### src/rtl/assert_macros.svh
// Assertion macros shared by the pulse drive timer bank RTL.
// No dependencies; the bodies are empty when SYNTHESIS is defined.
`ifndef ASSERT_MACROS_SVH
`define ASSERT_MACROS_SVH

`ifndef SYNTHESIS

// Check a property on every rising edge outside reset
`define PDT_ASSERT(label, clk, rst_n, prop) \
    label: assert property (@(posedge clk) disable iff (!rst_n) (prop)) \
        else $error("pdt assertion failed");

// Check that an expression never holds outside reset
`define PDT_ASSERT_NEVER(label, clk, rst_n, expr) \
    label: assert property (@(posedge clk) disable iff (!rst_n) !(expr)) \
        else $error("pdt forbidden condition seen");

`else

`define PDT_ASSERT(label, clk, rst_n, prop)
`define PDT_ASSERT_NEVER(label, clk, rst_n, expr)

`endif

`endif

### src/rtl/pdt_pkg.sv
// Shared types and constants of the pulse drive timer bank.
// No dependencies; imported by every module of the block.
package pdt_pkg;

    localparam int MOTORS_DEF     = 8;
    localparam int COUNT_BITS_DEF = 16;
    localparam int MASK_BITS      = 8;
    localparam int CFG_BITS       = 16;
    localparam int OP_BITS        = 2;
    localparam int INDEX_BITS     = 3;
    localparam int IN_DATA_BITS   = 8;
    localparam int OUT_DATA_BITS  = 16;
    localparam int APB_ADDR_BITS  = 3;
    localparam int APB_DATA_BITS  = 32;

    typedef enum logic [OP_BITS-1:0] {
        OP_ARM  = 2'b00,
        OP_FIRE = 2'b01,
        OP_TICK = 2'b10
    } op_t;

    // Register selected by paddr[2]
    localparam logic REG_READY_COUNT = 1'b0;
    localparam logic REG_DRIVE_COUNT = 1'b1;

    localparam logic [CFG_BITS-1:0] READY_COUNT_RST = 16'd100;
    localparam logic [CFG_BITS-1:0] DRIVE_COUNT_RST = 16'd50;

    typedef struct packed {
        logic [CFG_BITS-1:0] ready_count;
        logic [CFG_BITS-1:0] drive_count;
    } cfg_t;

    typedef struct packed {
        logic busy_next;
        logic leave;
        logic drive;
    } lane_status_t;

endpackage

### src/rtl/pdt_cfg.sv
// APB register file holding the ready and drive counter load values.
// Depends on pdt_pkg.
module pdt_cfg (
    input  logic                                 clk,
    input  logic                                 rst_n,
    input  logic                                 psel,
    input  logic                                 penable,
    input  logic                                 pwrite,
    input  logic [pdt_pkg::APB_ADDR_BITS-1:0]    paddr,
    input  logic [pdt_pkg::APB_DATA_BITS-1:0]    pwdata,
    output logic [pdt_pkg::APB_DATA_BITS-1:0]    prdata,
    output logic                                 pready,
    output pdt_pkg::cfg_t                        cfg
);
    import pdt_pkg::*;

    logic [CFG_BITS-1:0] ready_count_reg;
    logic [CFG_BITS-1:0] ready_count_next;
    logic [CFG_BITS-1:0] drive_count_reg;
    logic [CFG_BITS-1:0] drive_count_next;
    logic                wr_en;

    assign pready = 1'b1;
    assign wr_en  = psel && penable && pwrite && pready;

    always_comb
    begin
        ready_count_next = ready_count_reg;
        drive_count_next = drive_count_reg;
        if (wr_en)
        begin
            case (paddr[2])
                REG_READY_COUNT: ready_count_next = pwdata[CFG_BITS-1:0];
                REG_DRIVE_COUNT: drive_count_next = pwdata[CFG_BITS-1:0];
                default: ;
            endcase
        end
    end

    always_ff @(posedge clk or negedge rst_n)
    begin
        if (!rst_n)
        begin
            ready_count_reg <= READY_COUNT_RST;
            drive_count_reg <= DRIVE_COUNT_RST;
        end
        else
        begin
            ready_count_reg <= ready_count_next;
            drive_count_reg <= drive_count_next;
        end
    end

    always_comb
    begin
        case (paddr[2])
            REG_READY_COUNT: prdata = APB_DATA_BITS'(ready_count_reg);
            REG_DRIVE_COUNT: prdata = APB_DATA_BITS'(drive_count_reg);
            default:         prdata = '0;
        endcase
    end

    assign cfg.ready_count = ready_count_reg;
    assign cfg.drive_count = drive_count_reg;

endmodule

### src/rtl/pdt_lane.sv
// One motor timer: busy flag, ready counter and drive counter.
// Depends on pdt_pkg.
module pdt_lane #(
    parameter int COUNT_BITS = pdt_pkg::COUNT_BITS_DEF
) (
    input  logic                  clk,
    input  logic                  rst_n,
    input  logic                  fire_en,
    input  logic                  tick_en,
    input  pdt_pkg::cfg_t         cfg,
    output pdt_pkg::lane_status_t status
);
    import pdt_pkg::*;

    logic                  busy_reg;
    logic                  busy_next;
    logic [COUNT_BITS-1:0] ready_cnt_reg;
    logic [COUNT_BITS-1:0] ready_cnt_next;
    logic [COUNT_BITS-1:0] drive_cnt_reg;
    logic [COUNT_BITS-1:0] drive_cnt_next;
    logic [COUNT_BITS-1:0] drive_cnt_dec;
    logic                  leave;
    logic                  drive;

    assign drive_cnt_dec = drive_cnt_reg - COUNT_BITS'(1);

    always_comb
    begin
        busy_next      = busy_reg;
        ready_cnt_next = ready_cnt_reg;
        drive_cnt_next = drive_cnt_reg;
        leave          = 1'b0;
        drive          = 1'b0;
        if (fire_en)
        begin
            busy_next      = 1'b1;
            ready_cnt_next = COUNT_BITS'(cfg.ready_count);
            drive_cnt_next = COUNT_BITS'(cfg.drive_count);
        end
        else if (tick_en && busy_reg)
        begin
            if (ready_cnt_reg != '0)
            begin
                ready_cnt_next = ready_cnt_reg - COUNT_BITS'(1);
            end
            else
            begin
                busy_next = 1'b0;
                leave     = 1'b1;
            end
            // drive counter still runs on the tick that drops busy
            if (drive_cnt_reg != '0)
            begin
                drive_cnt_next = drive_cnt_dec;
                drive          = (drive_cnt_dec != '0);
            end
        end
    end

    always_ff @(posedge clk or negedge rst_n)
    begin
        if (!rst_n)
        begin
            busy_reg <= 1'b0;
        end
        else
        begin
            busy_reg <= busy_next;
        end
    end

    // counters are only looked at while busy, and every fire loads them
    always_ff @(posedge clk)
    begin
        ready_cnt_reg <= ready_cnt_next;
        drive_cnt_reg <= drive_cnt_next;
    end

    assign status.busy_next = busy_next;
    assign status.leave     = leave;
    assign status.drive     = drive;

endmodule

### src/rtl/pulse_drive_timer_bank_top.sv
// Top level of the pulse drive timer bank: arm bits, motor lanes, result register.
// Depends on pdt_pkg, pdt_cfg, pdt_lane and assert_macros.svh.

// Bank of MOTORS pulse timers driven by a stream of arm, fire and tick
// transactions. Each accepted transaction gives exactly one result, held in a
// single output register from the cycle after acceptance; all motors update in
// parallel, so one transaction is taken per clock while not stalled. s_tready
// is high while the output register is empty or being drained in the same
// cycle. Counter load values come from two APB registers (ready_count at 0x0,
// drive_count at 0x4) and should be written only while the bank is idle.
`include "assert_macros.svh"

module pulse_drive_timer_bank_top #(
    parameter int MOTORS     = pdt_pkg::MOTORS_DEF,
    parameter int COUNT_BITS = pdt_pkg::COUNT_BITS_DEF
) (
    input  logic                                 clk,
    input  logic                                 rst_n,
    // s_tdata: [2:0] motor_index, [7:3] zero
    input  logic [pdt_pkg::IN_DATA_BITS-1:0]     s_tdata,
    // s_tuser: [1:0] operation
    input  logic [pdt_pkg::OP_BITS-1:0]          s_tuser,
    input  logic                                 s_tvalid,
    output logic                                 s_tready,
    // m_tdata: [7:0] drive_mask, [15:8] ready_mask
    output logic [pdt_pkg::OUT_DATA_BITS-1:0]    m_tdata,
    // m_tuser: [0] drive_update
    output logic                                 m_tuser,
    output logic                                 m_tvalid,
    input  logic                                 m_tready,
    input  logic                                 psel,
    input  logic                                 penable,
    input  logic                                 pwrite,
    input  logic [pdt_pkg::APB_ADDR_BITS-1:0]    paddr,
    input  logic [pdt_pkg::APB_DATA_BITS-1:0]    pwdata,
    output logic [pdt_pkg::APB_DATA_BITS-1:0]    prdata,
    output logic                                 pready
);
    import pdt_pkg::*;

    cfg_t                   cfg;
    op_t                    op;
    logic [INDEX_BITS-1:0]  motor_index;
    logic                   accept;
    logic [MOTORS-1:0]      armed_reg;
    logic [MOTORS-1:0]      armed_next;
    logic [MOTORS-1:0]      arm_set;
    logic [MOTORS-1:0]      fire_en;
    logic                   tick_en;
    lane_status_t           status [MOTORS];
    logic [MOTORS-1:0]      busy_vec;
    logic [MOTORS-1:0]      leave_vec;
    logic [MOTORS-1:0]      drive_vec;
    logic                   res_update;
    logic [MASK_BITS-1:0]   res_drive;
    logic [MASK_BITS-1:0]   res_ready;
    logic                   out_valid_reg;
    logic                   out_valid_next;
    logic                   out_update_reg;
    logic [MASK_BITS-1:0]   out_drive_reg;
    logic [MASK_BITS-1:0]   out_ready_reg;

    pdt_cfg u_cfg (
        .clk     (clk),
        .rst_n   (rst_n),
        .psel    (psel),
        .penable (penable),
        .pwrite  (pwrite),
        .paddr   (paddr),
        .pwdata  (pwdata),
        .prdata  (prdata),
        .pready  (pready),
        .cfg     (cfg)
    );

    assign op          = op_t'(s_tuser);
    assign motor_index = s_tdata[INDEX_BITS-1:0];
    assign s_tready    = !out_valid_reg || m_tready;
    assign accept      = s_tvalid && s_tready;
    assign tick_en     = accept && (op == OP_TICK);

    for (genvar m = 0; m < MOTORS; m++)
    begin : g_lane
        // an index beyond the bank matches no lane and is dropped
        assign arm_set[m] = (motor_index == INDEX_BITS'(m));
        assign fire_en[m] = accept && (op == OP_FIRE) && armed_reg[m];

        pdt_lane #(
            .COUNT_BITS (COUNT_BITS)
        ) u_lane (
            .clk     (clk),
            .rst_n   (rst_n),
            .fire_en (fire_en[m]),
            .tick_en (tick_en),
            .cfg     (cfg),
            .status  (status[m])
        );

        assign busy_vec[m]  = status[m].busy_next;
        assign leave_vec[m] = status[m].leave;
        assign drive_vec[m] = status[m].drive;
    end

    always_comb
    begin
        armed_next = armed_reg;
        if (accept)
        begin
            case (op)
                OP_ARM:  armed_next = armed_reg | arm_set;
                OP_FIRE: armed_next = '0;
                default: ;
            endcase
        end
    end

    always_comb
    begin
        // motors beyond the bank report zero
        res_ready               = '0;
        res_ready[MOTORS-1:0]   = ~busy_vec;
        case (op)
            OP_FIRE:
            begin
                res_update = 1'b1;
                res_drive  = MASK_BITS'(armed_reg);
            end
            OP_TICK:
            begin
                res_update = (|leave_vec) || (|drive_vec);
                res_drive  = MASK_BITS'(drive_vec);
            end
            default:
            begin
                res_update = 1'b0;
                res_drive  = '0;
            end
        endcase
    end

    always_comb
    begin
        out_valid_next = out_valid_reg;
        if (accept)
        begin
            out_valid_next = 1'b1;
        end
        else if (m_tready)
        begin
            out_valid_next = 1'b0;
        end
    end

    always_ff @(posedge clk or negedge rst_n)
    begin
        if (!rst_n)
        begin
            armed_reg     <= '0;
            out_valid_reg <= 1'b0;
        end
        else
        begin
            armed_reg     <= armed_next;
            out_valid_reg <= out_valid_next;
        end
    end

    // hold the result until the downstream side takes it
    always_ff @(posedge clk)
    begin
        if (accept)
        begin
            out_update_reg <= res_update;
            out_drive_reg  <= res_drive;
            out_ready_reg  <= res_ready;
        end
    end

    assign m_tvalid = out_valid_reg;
    assign m_tuser  = out_update_reg;
    assign m_tdata  = {out_ready_reg, out_drive_reg};

    `PDT_ASSERT(a_fire_clears_armed, clk, rst_n,
        (accept && op == OP_FIRE) |=> (armed_reg == '0))
    `PDT_ASSERT(a_fire_gives_update, clk, rst_n,
        (accept && op == OP_FIRE) |=> (out_valid_reg && out_update_reg))
    `PDT_ASSERT(a_no_mask_without_update, clk, rst_n,
        (out_valid_reg && !out_update_reg) |-> (out_drive_reg == '0))
    `PDT_ASSERT_NEVER(a_stall_only_when_full, clk, rst_n,
        !s_tready && !out_valid_reg)

endmodule
### config.mk
export PLATFORM = sky130hd
export DESIGN_NAME = pulse_drive_timer_bank_top
export DESIGN_NICKNAME = d
export VERILOG_FILES = /design/src/rtl/pdt_pkg.sv /design/src/rtl/pdt_cfg.sv /design/src/rtl/pdt_lane.sv /design/src/rtl/pulse_drive_timer_bank_top.sv
export VERILOG_INCLUDE_DIRS = /design/src /design/src/rtl
export SDC_FILE = /design/constraint.sdc
export NUM_CORES = 1
export LEC_CHECK = 0
export ABC_AREA = 0
export BUFFER_PORTS_ARGS = -buffer_cell sky130_fd_sc_hd__buf_2
export CORE_MARGIN = 1.5
export CORE_UTILIZATION = 50
export DETAILED_ROUTE_END_ITERATION = 7
export PLACE_DENSITY = 0.63
export SYNTH_ARGS = -nofsm -noshare
export SYNTH_HDL_FRONTEND = slang
export SYNTH_SLANG_ARGS = --single-unit
### constraint.sdc
create_clock -name clk -period 5.45 [get_ports clk]
set_clock_uncertainty 0.15 [all_clocks]
set_input_delay 0 -clock clk [delete_from_list [all_inputs] [get_ports clk]]
set_output_delay 0 -clock clk [all_outputs]
set_load 0.01 [all_outputs]
==> results of run 1 <==
## cell usage in the layout, fill, tap and decap left out, types with 23 or more instances in the layout
cell type	instances
sky130_fd_sc_hd__nand2_1	123
sky130_fd_sc_hd__dfrtp_1	43
sky130_fd_sc_hd__or4_1	28
sky130_fd_sc_hd__nor2_1	365
sky130_fd_sc_hd__a21oi_1	236
sky130_fd_sc_hd__buf_2	63
sky130_fd_sc_hd__edfxtp_1	273
sky130_fd_sc_hd__nor4_1	51
sky130_fd_sc_hd__a31oi_1	42
sky130_fd_sc_hd__dlygate4sd3_1	31
sky130_fd_sc_hd__mux2_2	58
sky130_fd_sc_hd__xnor2_1	138
sky130_fd_sc_hd__inv_1	52
sky130_fd_sc_hd__ha_1	27
sky130_fd_sc_hd__nand3_1	23
sky130_fd_sc_hd__clkbuf_16	41
sky130_fd_sc_hd__nor3_1	62
sky130_fd_sc_hd__or3_1	26
sky130_fd_sc_hd__xor2_1	62
## tightest hold or removal path, delay by kind of cell
family,cells,cell delay (ps)
buf+inv,2,620
mux,1,130
## cell type report
cell class,instances,area share (%)
inverters,52,0.931
clock inverters,5,0.137
clock buffers,63,5.85
well taps,504,3.01
diodes,2,0.0239
repair buffers,111,3.59
multi-input cells,1449,41.4
flip-flops and latches,322,45.0
## cell families after synthesis
| logic type | synth area share [%] |
|---|---|
| DFF | 50.1 |
| buffers and inverters | 4.26 |
| muxes | 3.47 |
| AOI/OAI and AO/OA | 10.8 |
| adders and majority gates | 1.79 |
| other | 0.0399 |
| and+or+nand+nor | 20.1 |
| xor gates and xnor gates | 9.39 |
## final timing paths
check / from / to / slack (ps) / cells past startpoint
hold / removal: pwdata[8] / u_cfg.drive_count_reg[8] / 90 / 3
hold reg to reg: armed_reg[4] / armed_reg[4] / 360 / 2
min in group asynchronous: rst_n / u_cfg.drive_count_reg[8] / 500 / 4
max in group asynchronous: rst_n / u_cfg.ready_count_reg[1] / 4140 / 4
setup / recovery: g_lane[4].u_lane.drive_cnt_reg[0] / m_tuser / 1480 / 9
setup reg to reg: g_lane[4].u_lane.drive_cnt_reg[0] / m_tuser / 1480 / 9
## repair_timing
item	4_1_cts	5_1_grt
hold endpoints to repair	91	0
setup endpoints to repair	0	0
hold buffers	31	0
## through the flow
stage | instances | utilization, % | power (mW)
after floorplan | 1963 | - | 3.42
after global placement | 2407 | 52.6 | 3.79
after detailed placement | 2407 | 52.6 | 3.80
after CTS | 2506 | 56.8 | 6.35
after global routing | 2508 | 56.8 | 6.50
final | 2508 | 56.8 | 6.32
## power by group
group	internal, mW	switching, mW	total (mW)
registers	2.85	0.450	3.30
logic	0.222	0.264	0.486
clock network	1.53	1.00	2.53
total	4.60	1.72	6.32
## per-layer routing
metal / GRT usage [%] / wire, µm / up-vias
met3: 4.27 / 3400 / 92
met1: 35.4 / 21800 / 6841
met2: 40.2 / 22200 / 448
li1: - / - / 7032
met4: 8.54 / 1410 / 0
met5: 0 / 0 / -
==> qor_table.md, run 1 <==
| Step | Metric | Value |
| --- | --- | --- |
| final layout | Fraction of final layout cells sized beyond drive strength 1 | 11.4% |
| drt | Wire length per cell after detailed routing | 19.5 µm |
| critical path | Crit path max-delay family | simple AND/OR/NAND/NOR gates |
| critical path | Crit-path max cell delay | 700 ps |
| clock network | Number of clock sinks | 322 |
| final layout | Storage element area | 0.00943 mm² |
| clock network | Post CTS Setup Buffer Count | 0 |
| drt | Count of antenna-violating nets left after detailed routing | 0 |
| drt | Initial DRT Pass Iterations | 5 |
| logic synthesis | Cell area after synthesis | 0.0188 mm² |
| logic synthesis | Most common flop cell mapped by yosys | sky130_fd_sc_hd__edfxtp_1 |
| drt | Total Wirelength | 48.8 mm |
| logic synthesis | Count of state elements after synthesis | 322 |
| placed design | Half-perimeter wire length after detailed placement | 31.6 mm |
| placed design | Post-DP Area | 0.0194 mm² |
| critical path | Kind of critical path | flop to flop |
| status | Result of the run | finished, final reports clean |
| placed design | Routability congestion estimate | 0.842 |
| sta | Worst Tran Pin Value | 1070 ps |
| logic synthesis | Cell type with the largest total area after synthesis | sky130_fd_sc_hd__edfxtp_1 |
| clock network | Clock buffer depth | 3 |
| sta | Period utilisation layout | 72.8% |
| logic synthesis | Number of cells produced by synthesis | 1948 |
| power and ir drop | Leakage component of the power | 7.29 nW |
| final layout | Final net count | 2052 |
| logic synthesis | Leading post-synthesis cells by instance count | 365 x sky130_fd_sc_hd__nor2_1, 273 x sky130_fd_sc_hd__edfxtp_1, 236 x sky130_fd_sc_hd__a21oi_1 |
| logic synthesis | Library cells used by synthesis | 75 |
| logic synthesis | Number of enable flip-flop cells after synthesis | 273 |
| sta | Final TNS setup | 0 ps |
| global route | Antenna violations before repair | 2 |
| logic synthesis | Synth async-reset ratio | 15.2% |
| hold path | Type of the worst min-delay path | input pin to flop |
| critical path | Number of buffers and inverters on the critical path | 1 |
| clock network | Clock-pin transition on the worst setup and hold timing paths | 60 ps |
| power and ir drop | Max VDD drop | 0.244 mV |
| global route | Global-route wire length before repair | 76.4 mm |
| sta | Setup violation total in the final timing report | 0 |
| sta | Endpoints failing hold | 0 |
| critical path | Element type at the critical path end | flop |
| final layout | Post-route cell area | 0.0210 mm² |
| logic synthesis | Area share of the largest cell type after synthesis | 43.5% |
| die | Die X-Extent | 197 µm |
| drt | DR DRC count | 0 |
| sta | Final critical-path setup slack | 1480 ps |
| global route | Total track usage | 25.3% |
| sta | Setup repair after global routing missed its margin | no |
| clock network | CTS tree | built |
| drt | DR vias | 14400 |
| logic synthesis | Sequential share of the synthesized area | 50.1% |
| sta | Highest clock frequency the design can meet | 252 MHz |
| drt | Post-DR vias/cell | 5.75 |
| final layout | Layout overhead on the synthesized area | 11.3% |
| global route | Total gr overflow | 0 |
| sta | Headroom to the max-slew limit | 27.8% |
| critical path | Startpoint type of the worst setup path | flop |
| logic synthesis | Ys Warns | 0 |
| sta | Final Slew Violations | 0 |
| clock network | CTS Root Buffer Type | sky130_fd_sc_hd__clkbuf_16 |
| critical path | Cells along the critical path | inv_1, ha_1, or4b_2, xnor2_1, o31a_1, a2111oi_0, nor3_1, nor4_1, a41oi_2 |
| clock network | Clock latency at the later pin of the worst-skew pair | 540 ps |
| job | Maxcap violations | 0 |
| die | Total die area | 0.0388 mm² |
| logic synthesis | Leading cell type by number of instances after synthesis | sky130_fd_sc_hd__nor2_1 |
| die | Starting density of the core | 51.1% |
| die | Core area | 0.0369 mm² |
| critical path | Data arrival time of the worst path | 4050 ps |
| placed design | I/O Buffers | 63 |
| global route | Via count of the first global-routing pass | 13900 |
| critical path | Cell with the largest stage delay on the worst path | sky130_fd_sc_hd__nor4_1 |
| logic synthesis | Top cells by area in the synthesized netlist | sky130_fd_sc_hd__edfxtp_1 44%, sky130_fd_sc_hd__nor2_1 7.3%, sky130_fd_sc_hd__xnor2_1 6.4% |
| sta | Tightest hold margin | 94.3 ps |
| final layout | Layout filler cell count | 3236 |
| die | Site Rows | 70 |
| power and ir drop | Total power divided by cell area | 301 mW/mm² |
| clock network | Post-CTS resize count | 0 |
| sta | Final worst path period need | 3970 ps |
| clock network | Number of buffers added by the clock tree synthesis step | 37 |
| critical path | Req. time, crit path | 5530 ps |
| placed design | Worst slack after detailed placement | 1610 ps |
| die | IO Pins | 104 |
| global route | Largest net degree at the start of global routing | 69 |
| final layout | Total area of multi-input combinational cells | 0.00868 mm² |
| clock network | H-tree Lvls | 2 |
| logic synthesis | Avg Cell Area, Syn | 9.67 µm² |
| drt | 1st-iter DRT viols | 1205 |
| die | Height of the chip | 197 µm |
| critical path | Highest net fanout along the worst path | 9 |
Power figures use the tool's default switching activity.
==> run 2: changes to the inputs <==
- PLACE_DENSITY: 0.63 -> 0.66
- clock period: 5.45 -> 3.19 ns (I/O delays scaled with it)
==> run 2 against run 1 <==
  * Design area up 2.4%
  * Highest routed layer is now met5
  * Setup slack got worse by 1300 ps
  * Via count up 3.2%
  * Non-clock buffer count up 60
  * Largest cell class unchanged
  * Critical endpoint unchanged
  * Core utilization is 1.3 points higher
  * Sequential power increased by 71%
  * Critical path type unchanged
==> qor_table.md, run 2 (synthesis gave the netlist of run 1 again) <==
| Step | Metric | Value |
| --- | --- | --- |
| placed design | Half-perimeter wire length after detailed placement | 32.7 mm |
| clock network | Number of buffers added by the clock tree synthesis step | 37 |
| critical path | Data arrival time of the worst path | 3150 ps |
| placed design | I/O Buffers | 63 |
| final layout | Final core area utilization | 58.2% |
| drt | 1st-iter DRT viols | 1282 |
| die | Starting density of the core | 51.1% |
| final layout | Fraction of final layout cells sized beyond drive strength 1 | 13.9% |
| global route | Antenna violations before repair | 2 |
| critical path | Flop-to-flop setup slack | 160 ps |
| critical path | Startpoint type of the worst setup path | flop |
| clock network | Clock-pin transition on the worst setup and hold timing paths | 60 ps |
| critical path | Kind of critical path | flop to flop |
| drt | Wire length per cell after detailed routing | 19.8 µm |
| die | Height of the chip | 197 µm |
| final layout | Final net count | 2112 |
| final layout | Storage element area | 0.00943 mm² |
| sta | Headroom to the max-slew limit | 28.0% |
| global route | Global-route wire length before repair | 78.4 mm |
| clock network | Clock buffer depth | 3 |
| global route | Largest net degree at the start of global routing | 68 |
| sta | Endpoints failing hold | 0 |
| sta | Final Slew Violations | 0 |
| clock network | H-tree Lvls | 2 |
| critical path | Req. time, crit path | 3310 ps |
| power and ir drop | Max VDD drop | 0.501 mV |
| final layout | Commonest cells after routing, fill and taps aside | 365 x sky130_fd_sc_hd__nor2_1, 273 x sky130_fd_sc_hd__edfxtp_1, 236 x sky130_fd_sc_hd__a21oi_1 |
| die | Site Rows | 70 |
| sta | Setup repair after global routing missed its margin | no |
| global route | Total track usage | 26.2% |
| sta | Final TNS setup | 0 ps |
| die | Total die area | 0.0388 mm² |
| clock network | Number of clock sinks | 322 |
| drt | Post-DR vias/cell | 5.80 |
| global route | Via count of the first global-routing pass | 14200 |
| final layout | Most common cell after layout, fill and taps aside | sky130_fd_sc_hd__nor2_1 |
| die | Die X-Extent | 197 µm |
| clock network | CTS Root Buffer Type | sky130_fd_sc_hd__clkbuf_16 |
| die | IO Pins | 104 |
| final layout | Layout filler cell count | 3177 |
| global route | Total gr overflow | 0 |
| critical path | Element type at the critical path end | flop |
| sta | Final worst path period need | 3030 ps |
| drt | Total Wirelength | 50.8 mm |
| die | Core area | 0.0369 mm² |
| critical path | Highest net fanout along the worst path | 3 |
| status | Result of the run | finished, final reports clean |
| power and ir drop | Total power divided by cell area | 505 mW/mm² |
| job | Maxcap violations | 0 |
| placed design | Routability congestion estimate | 0.863 |
| final layout | Total area of multi-input combinational cells | 0.00871 mm² |
| drt | Count of antenna-violating nets left after detailed routing | 0 |
| final layout | Layout overhead on the synthesized area | 13.9% |
| sta | Highest clock frequency the design can meet | 330 MHz |
| drt | DR DRC count | 0 |
| hold path | Type of the worst min-delay path | input pin to flop |
| drt | DR vias | 14900 |
| sta | Period utilisation layout | 94.9% |
| drt | Initial DRT Pass Iterations | 5 |
| power and ir drop | Leakage component of the power | 7.59 nW |
| clock network | Post CTS Setup Buffer Count | 0 |
| clock network | CTS tree | built |
| sta | Setup violation total in the final timing report | 0 |
| sta | Worst Tran Pin Value | 1080 ps |
| clock network | Clock latency at the later pin of the worst-skew pair | 540 ps |
-- run 2: changes by cell type in the layout (fill, tap and decap cells not counted), sizes merged --
| cell | delta |
|---|---|
| diode | -1 |
| bufinv | +2 |
| clkbuf | -17 |
| buf | +56 |
| dlygate4sd3 | +4 |
| clkinv | +13 |
| clkinvlp | +2 |
-- run 2: report_power, final --
part           switching [mW]  internal [mW]
Clock                    1.77           2.53
Sequential              0.784           4.86
Combinational           0.486          0.416
Total                    3.04           7.80
-- run 2: final timing paths --
path                                                   startpoint                  endpoint  cells past startpoint
worst max-delay path            g_lane[2].u_lane.drive_cnt_reg[1]                   m_tuser                     10
worst min-delay path                                    pwdata[0]  u_cfg.ready_count_reg[0]                      3
worst max register to register  g_lane[2].u_lane.drive_cnt_reg[1]                   m_tuser                     10
worst min register to register                       armed_reg[4]              armed_reg[4]                      2
max in group asynchronous                                   rst_n  u_cfg.ready_count_reg[3]                      4
min in group asynchronous                                   rst_n  u_cfg.ready_count_reg[6]                      3
-- run 2: layout make-up --
type,instances,share of cell area [%]
antenna,1,0.0117
clock buffer,46,4.95
clock inverter,22,0.764
inverter,52,0.910
multi-input combinational,1449,40.6
sequential,322,44.0
tap,504,2.94
timing repair buffer,171,5.83
-- run 2: metal layers --
layer | part of all wire, % | vias up | track usage (%)
li1 | - | 7139 | -
met5 | 0.022 | - | 0
met2 | 47 | 551 | 43.0
met1 | 43 | 7076 | 35.0
met4 | 3.5 | 2 | 9.98
met3 | 7.1 | 109 | 4.39
-- run 2: what timing repair did --
action	4_1_cts	5_1_grt
gates resized for setup	0	6
endpoints found under the setup margin	0	1
endpoints found under the hold margin	91	0
hold buffers	35	0
-- run 2: stage by stage --
step / area [µm²] / std cells / hold WS [ps] / total power [mW] / worst slack, ps
after global routing: 21500 / 2567 / 98.0 / 11.2 / 2.58
after CTS: 21400 / 2566 / 80.1 / 10.9 / 58.8
after global placement: 19800 / 2463 / -183 / 6.51 / 159
final: 21500 / 2567 / 88.9 / 10.8 / 162
after detailed placement: 19800 / 2463 / -181 / 6.54 / 75.0
after floorplan: 18900 / 1963 / -446 / 5.85 / 58.4
-- run 2: worst max-delay path, cell delays in order (launching register included) --
cell and delay (ps):
sky130_fd_sc_hd__edfxtp_1 380, sky130_fd_sc_hd__inv_1 90, sky130_fd_sc_hd__ha_1 160, sky130_fd_sc_hd__nor4b_1 270
sky130_fd_sc_hd__buf_4 190, sky130_fd_sc_hd__nand4_1 110, sky130_fd_sc_hd__xnor2_1 180, sky130_fd_sc_hd__a2111oi_1 480
sky130_fd_sc_hd__nand4_1 270, sky130_fd_sc_hd__a21oi_1 320, sky130_fd_sc_hd__a41oi_2 140
==> run 3: changes to the inputs <==
- ABC_AREA: 0 -> 1
==> run 3 against run 2 <==
  * Flip-flop and latch count did not move
  * Synthesized cell count rose by 31%
  * Sequential share of layout area fell by 1.2 points
  * Non-clock buffer count fell by 48
  * Wire length rose by 6.7%
  * Clock power barely moved
  * Die area rose by 4.5%
  * Sequential power fell by 5.3%
  * Power rose by 1.2%
  * Via count rose by 13%
  * Largest cell class unchanged
  * Largest power group unchanged
==> qor_table.md, run 3 <==
| Step | Metric | Value |
| --- | --- | --- |
| drt | 1st-iter DRT viols | 1527 |
| sta | Highest clock frequency the design can meet | 364 MHz |
| final layout | Final net count | 2726 |
| power and ir drop | Max VDD drop | 0.412 mV |
| logic synthesis | Main combinational cell family by area after synthesis | simple AND/OR/NAND/NOR gates |
| sta | Final Slew Violations | 0 |
| final layout | Filler-free cell count of the finished design | 3193 |
| logic synthesis | Xor/xnor share of the synthesized area | 3.20% |
| logic synthesis | Leading cell type by number of instances after synthesis | sky130_fd_sc_hd__nand2_1 |
| logic synthesis | Cell type with the largest total area after synthesis | sky130_fd_sc_hd__edfxtp_1 |
| final layout | Fraction of final layout cells sized beyond drive strength 1 | 8.15% |
| logic synthesis | Sequential share of the synthesized area | 47.9% |
| logic synthesis | Number of cells produced by synthesis | 2558 |
| power and ir drop | Share of power burned in combinational logic | 12.3% |
| die | Total die area | 0.0406 mm² |
| logic synthesis | Number of enable flip-flop cells after synthesis | 273 |
| power and ir drop | Clk pwr share | 39.0% |
| logic synthesis | Area share of the largest cell type after synthesis | 41.6% |
| logic synthesis | Most common flop cell mapped by yosys | sky130_fd_sc_hd__edfxtp_1 |
| clock network | Clock-pin transition on the worst setup and hold timing paths | 60 ps |
| status | Result of the run | finished, final reports clean |
| drt | Initial DRT Pass Iterations | 6 |
| final layout | Post-route cell area | 0.0220 mm² |
| placed design | Half-perimeter wire length after detailed placement | 37.4 mm |
| drt | Wire length per cell after detailed routing | 17.0 µm |
| critical path | Startpoint type of the worst setup path | flop |
| final layout | Most common cell after layout, fill and taps aside | sky130_fd_sc_hd__nand2_1 |
| critical path | FF-to-FF path depth | 17 |
| final layout | Antenna diode count | 0 |
| sta | Period utilisation layout | 86.2% |
| logic synthesis | Top cells by area in the synthesized netlist | sky130_fd_sc_hd__edfxtp_1 42%, sky130_fd_sc_hd__nand2_1 13%, sky130_fd_sc_hd__o21ai_0 8.0% |
| die | Starting density of the core | 50.8% |
| sta | Endpoints failing hold | 0 |
| clock network | H-tree Lvls | 2 |
| hold path | Type of the worst min-delay path | input pin to async pin |
| final layout | Commonest cells after routing, fill and taps aside | 665 x sky130_fd_sc_hd__nand2_1, 378 x sky130_fd_sc_hd__nor2_1, 354 x sky130_fd_sc_hd__inv_1 |
| critical path | Req. time, crit path | 3320 ps |
| critical path | Launching point of the worst reg2reg path | g_lane[0].u_lane.drive_cnt_reg[0] |
| drt | DR DRC count | 0 |
| critical path | Endpoint of the most critical register-to-register path | m_tuser |
| power and ir drop | Switching share of power | 28.6% |
| final layout | Layout overhead on the synthesized area | 11.9% |
| global route | Global-route wire length before repair | 85.2 mm |
| power and ir drop | Leakage component of the power | 9.54 nW |
| sta | Final TNS setup | 0 ps |
| power and ir drop | Net switching power | 3.13 mW |
| logic synthesis | Synth async-reset ratio | 15.2% |
| power and ir drop | Part of the power in registers | 48.7% |
| clock network | Number of buffers added by the clock tree synthesis step | 37 |
| global route | Antenna violations before repair | 2 |
| global route | Largest net degree at the start of global routing | 55 |
| clock network | Clock latency at the later pin of the worst-skew pair | 550 ps |
| sta | Setup repair after global routing missed its margin | no |
| placed design | I/O Buffers | 63 |
| drt | Count of antenna-violating nets left after detailed routing | 0 |
| sta | Headroom to the max-slew limit | 21.8% |
| global route | Total gr overflow | 0 |
| critical path | Data arrival time of the worst path | 2880 ps |
| die | Die X-Extent | 201 µm |
| critical path | Flop-to-flop setup slack | 440 ps |
| clock network | Clock buffer depth | 3 |
| logic synthesis | Count of state elements after synthesis | 322 |
| logic synthesis | Ys Warns | 0 |
| placed design | Total instance count after detailed placement | 3095 |
| die | IO Pins | 104 |
| logic synthesis | Synthesized-area fraction occupied by and/or/nand/nor cells | 26.6% |
| global route | Via count of the first global-routing pass | 15800 |
| clock network | Number of clock sinks | 322 |
| critical path | Element type at the critical path end | flop |
| sta | Worst Tran Pin Value | 1170 ps |
| placed design | Post-DP Area | 0.0205 mm² |
| logic synthesis | Proportion of synthesized area in mux cells | 0% |
| drt | Post-DR vias/cell | 5.27 |
| logic synthesis | Cell area after synthesis | 0.0197 mm² |
| logic synthesis | Leading post-synthesis cells by instance count | 665 x sky130_fd_sc_hd__nand2_1, 378 x sky130_fd_sc_hd__nor2_1, 354 x sky130_fd_sc_hd__inv_1 |
| critical path | Kind of critical path | flop to flop |
| die | Core area | 0.0387 mm² |
| logic synthesis | Avg Cell Area, Syn | 7.70 µm² |
| clock network | Post-CTS resize count | 0 |
| logic synthesis | Area fraction in compound gates after synthesis | 11.6% |
| sta | Final worst path period need | 2750 ps |
| sta | Setup violation total in the final timing report | 0 |
| job | Maxcap violations | 0 |
| power and ir drop | Total power divided by cell area | 498 mW/mm² |
| logic synthesis | Adder-cell area share of the yosys netlist | 1.72% |
| clock network | CTS tree | built |
| placed design | Routability congestion estimate | 0.920 |
| critical path | Highest net fanout along the worst path | 3 |
| power and ir drop | Internal power consumption | 7.83 mW |
| drt | Total Wirelength | 54.2 mm |
| logic synthesis | Library cells used by synthesis | 43 |
| global route | Total track usage | 26.9% |
| clock network | CTS Root Buffer Type | sky130_fd_sc_hd__clkbuf_16 |
| die | Site Rows | 72 |
| final layout | Layout filler cell count | 3581 |
| drt | DR vias | 16800 |
| die | Height of the chip | 201 µm |
## run 3: cell count changes after synthesis, moves of 45 or more
| cell | before | now |
|---|---|---|
| sky130_fd_sc_hd__mux2_2 | 58 | 0 |
| sky130_fd_sc_hd__nand3_1 | 27 | 89 |
| sky130_fd_sc_hd__nor4_1 | 51 | 2 |
| sky130_fd_sc_hd__inv_1 | 52 | 354 |
| sky130_fd_sc_hd__o21ai_0 | 21 | 314 |
| sky130_fd_sc_hd__xnor2_1 | 138 | 25 |
| sky130_fd_sc_hd__a21oi_1 | 236 | 35 |
| sky130_fd_sc_hd__nand2_1 | 124 | 665 |
| sky130_fd_sc_hd__nor3_1 | 62 | 17 |
## run 3: cells by family after synthesis
kind of cell / count (synthesis)
and+or+nand+nor: 1255
buffers and inverters: 450
AOI/OAI and AO/OA: 430
DFF: 322
xor gates and xnor gates: 72
adders and majority gates: 27
other: 2
## run 3: layout make-up
cell class,instances,area [µm²],area share (%)
clock buffers,54,1080,4.91
clock inverters,13,118,0.534
inverters,362,1360,6.17
multi-input cells,1801,8550,38.8
flip-flops and latches,322,9430,42.8
well taps,518,648,2.94
repair buffers,123,843,3.83
## run 3: metal layers
metal	GRT usage (%)	vias to the layer above	share of wire [%]
met5	0	-	0
met2	43.4	539	45
met1	37.1	7748	44
met3	3.47	107	6.7
met4	9.73	0	3.6
li1	-	8449	-
## run 3: worst max-delay path by stage
stage / startpoint / end / slack [ps] / cells after the start
2_1_floorplan: m_tvalid / g_lane[4].u_lane.ready_cnt_reg[0] / 760 / 8
3_3_place_gp: g_lane[0].u_lane.drive_cnt_reg[0] / m_tuser / 490 / 17
3_5_place_dp: g_lane[0].u_lane.drive_cnt_reg[0] / m_tuser / 490 / 17
4_1_cts: g_lane[0].u_lane.drive_cnt_reg[0] / m_tuser / 460 / 17
5_1_grt: g_lane[3].u_lane.drive_cnt_reg[0] / m_tuser / 170 / 13
6_report: g_lane[0].u_lane.drive_cnt_reg[0] / m_tuser / 440 / 17
## run 3: through the flow
step | setup slack [ps] | util [%] | power [mW] | hold slack (ps)
floorplan | 756 | - | 5.99 | -446
global placement | 492 | 53.0 | 6.67 | 46.1
detailed placement | 487 | 53.0 | 6.71 | 46.9
CTS | 463 | 56.9 | 11.0 | 10.4
global route | 169 | 56.9 | 11.4 | 70.3
finish | 441 | 56.9 | 11.0 | 9.52
## run 3: power groups by stage
| stage | Sequential [mW] | Clock, mW | Combinational (mW) |
|---|---|---|---|
| 5_1_grt | 5.37 | 4.50 | 1.49 |
| 2_1_floorplan | 5.18 | 0 | 0.813 |
| 3_5_place_dp | 5.42 | 0 | 1.29 |
| 4_1_cts | 5.33 | 4.34 | 1.34 |
| 3_3_place_gp | 5.41 | 0 | 1.26 |
| 6_report | 5.34 | 4.28 | 1.34 |
## run 3: critical path, stage by stage, from the launching register on
cell	delay [ps]
sky130_fd_sc_hd__edfxtp_1	420
sky130_fd_sc_hd__inv_1	140
sky130_fd_sc_hd__ha_1	200
sky130_fd_sc_hd__inv_1	60
sky130_fd_sc_hd__nor2_1	130
sky130_fd_sc_hd__nand3_1	160
sky130_fd_sc_hd__nor2_1	170
sky130_fd_sc_hd__nor2_1	60
sky130_fd_sc_hd__nor2_1	120
sky130_fd_sc_hd__nand2_1	70
sky130_fd_sc_hd__nor2_1	100
sky130_fd_sc_hd__nand3_1	100
sky130_fd_sc_hd__nand2_1	90
sky130_fd_sc_hd__nand2_1	60
sky130_fd_sc_hd__nor2_1	220
sky130_fd_sc_hd__nand3_1	100
sky130_fd_sc_hd__nor2_1	100
sky130_fd_sc_hd__nor2_1	40
## run 3: timing repair
action,CTS,global route
hold endpoints to repair,78,0
hold buffers,31,0
setup buffers,0,0
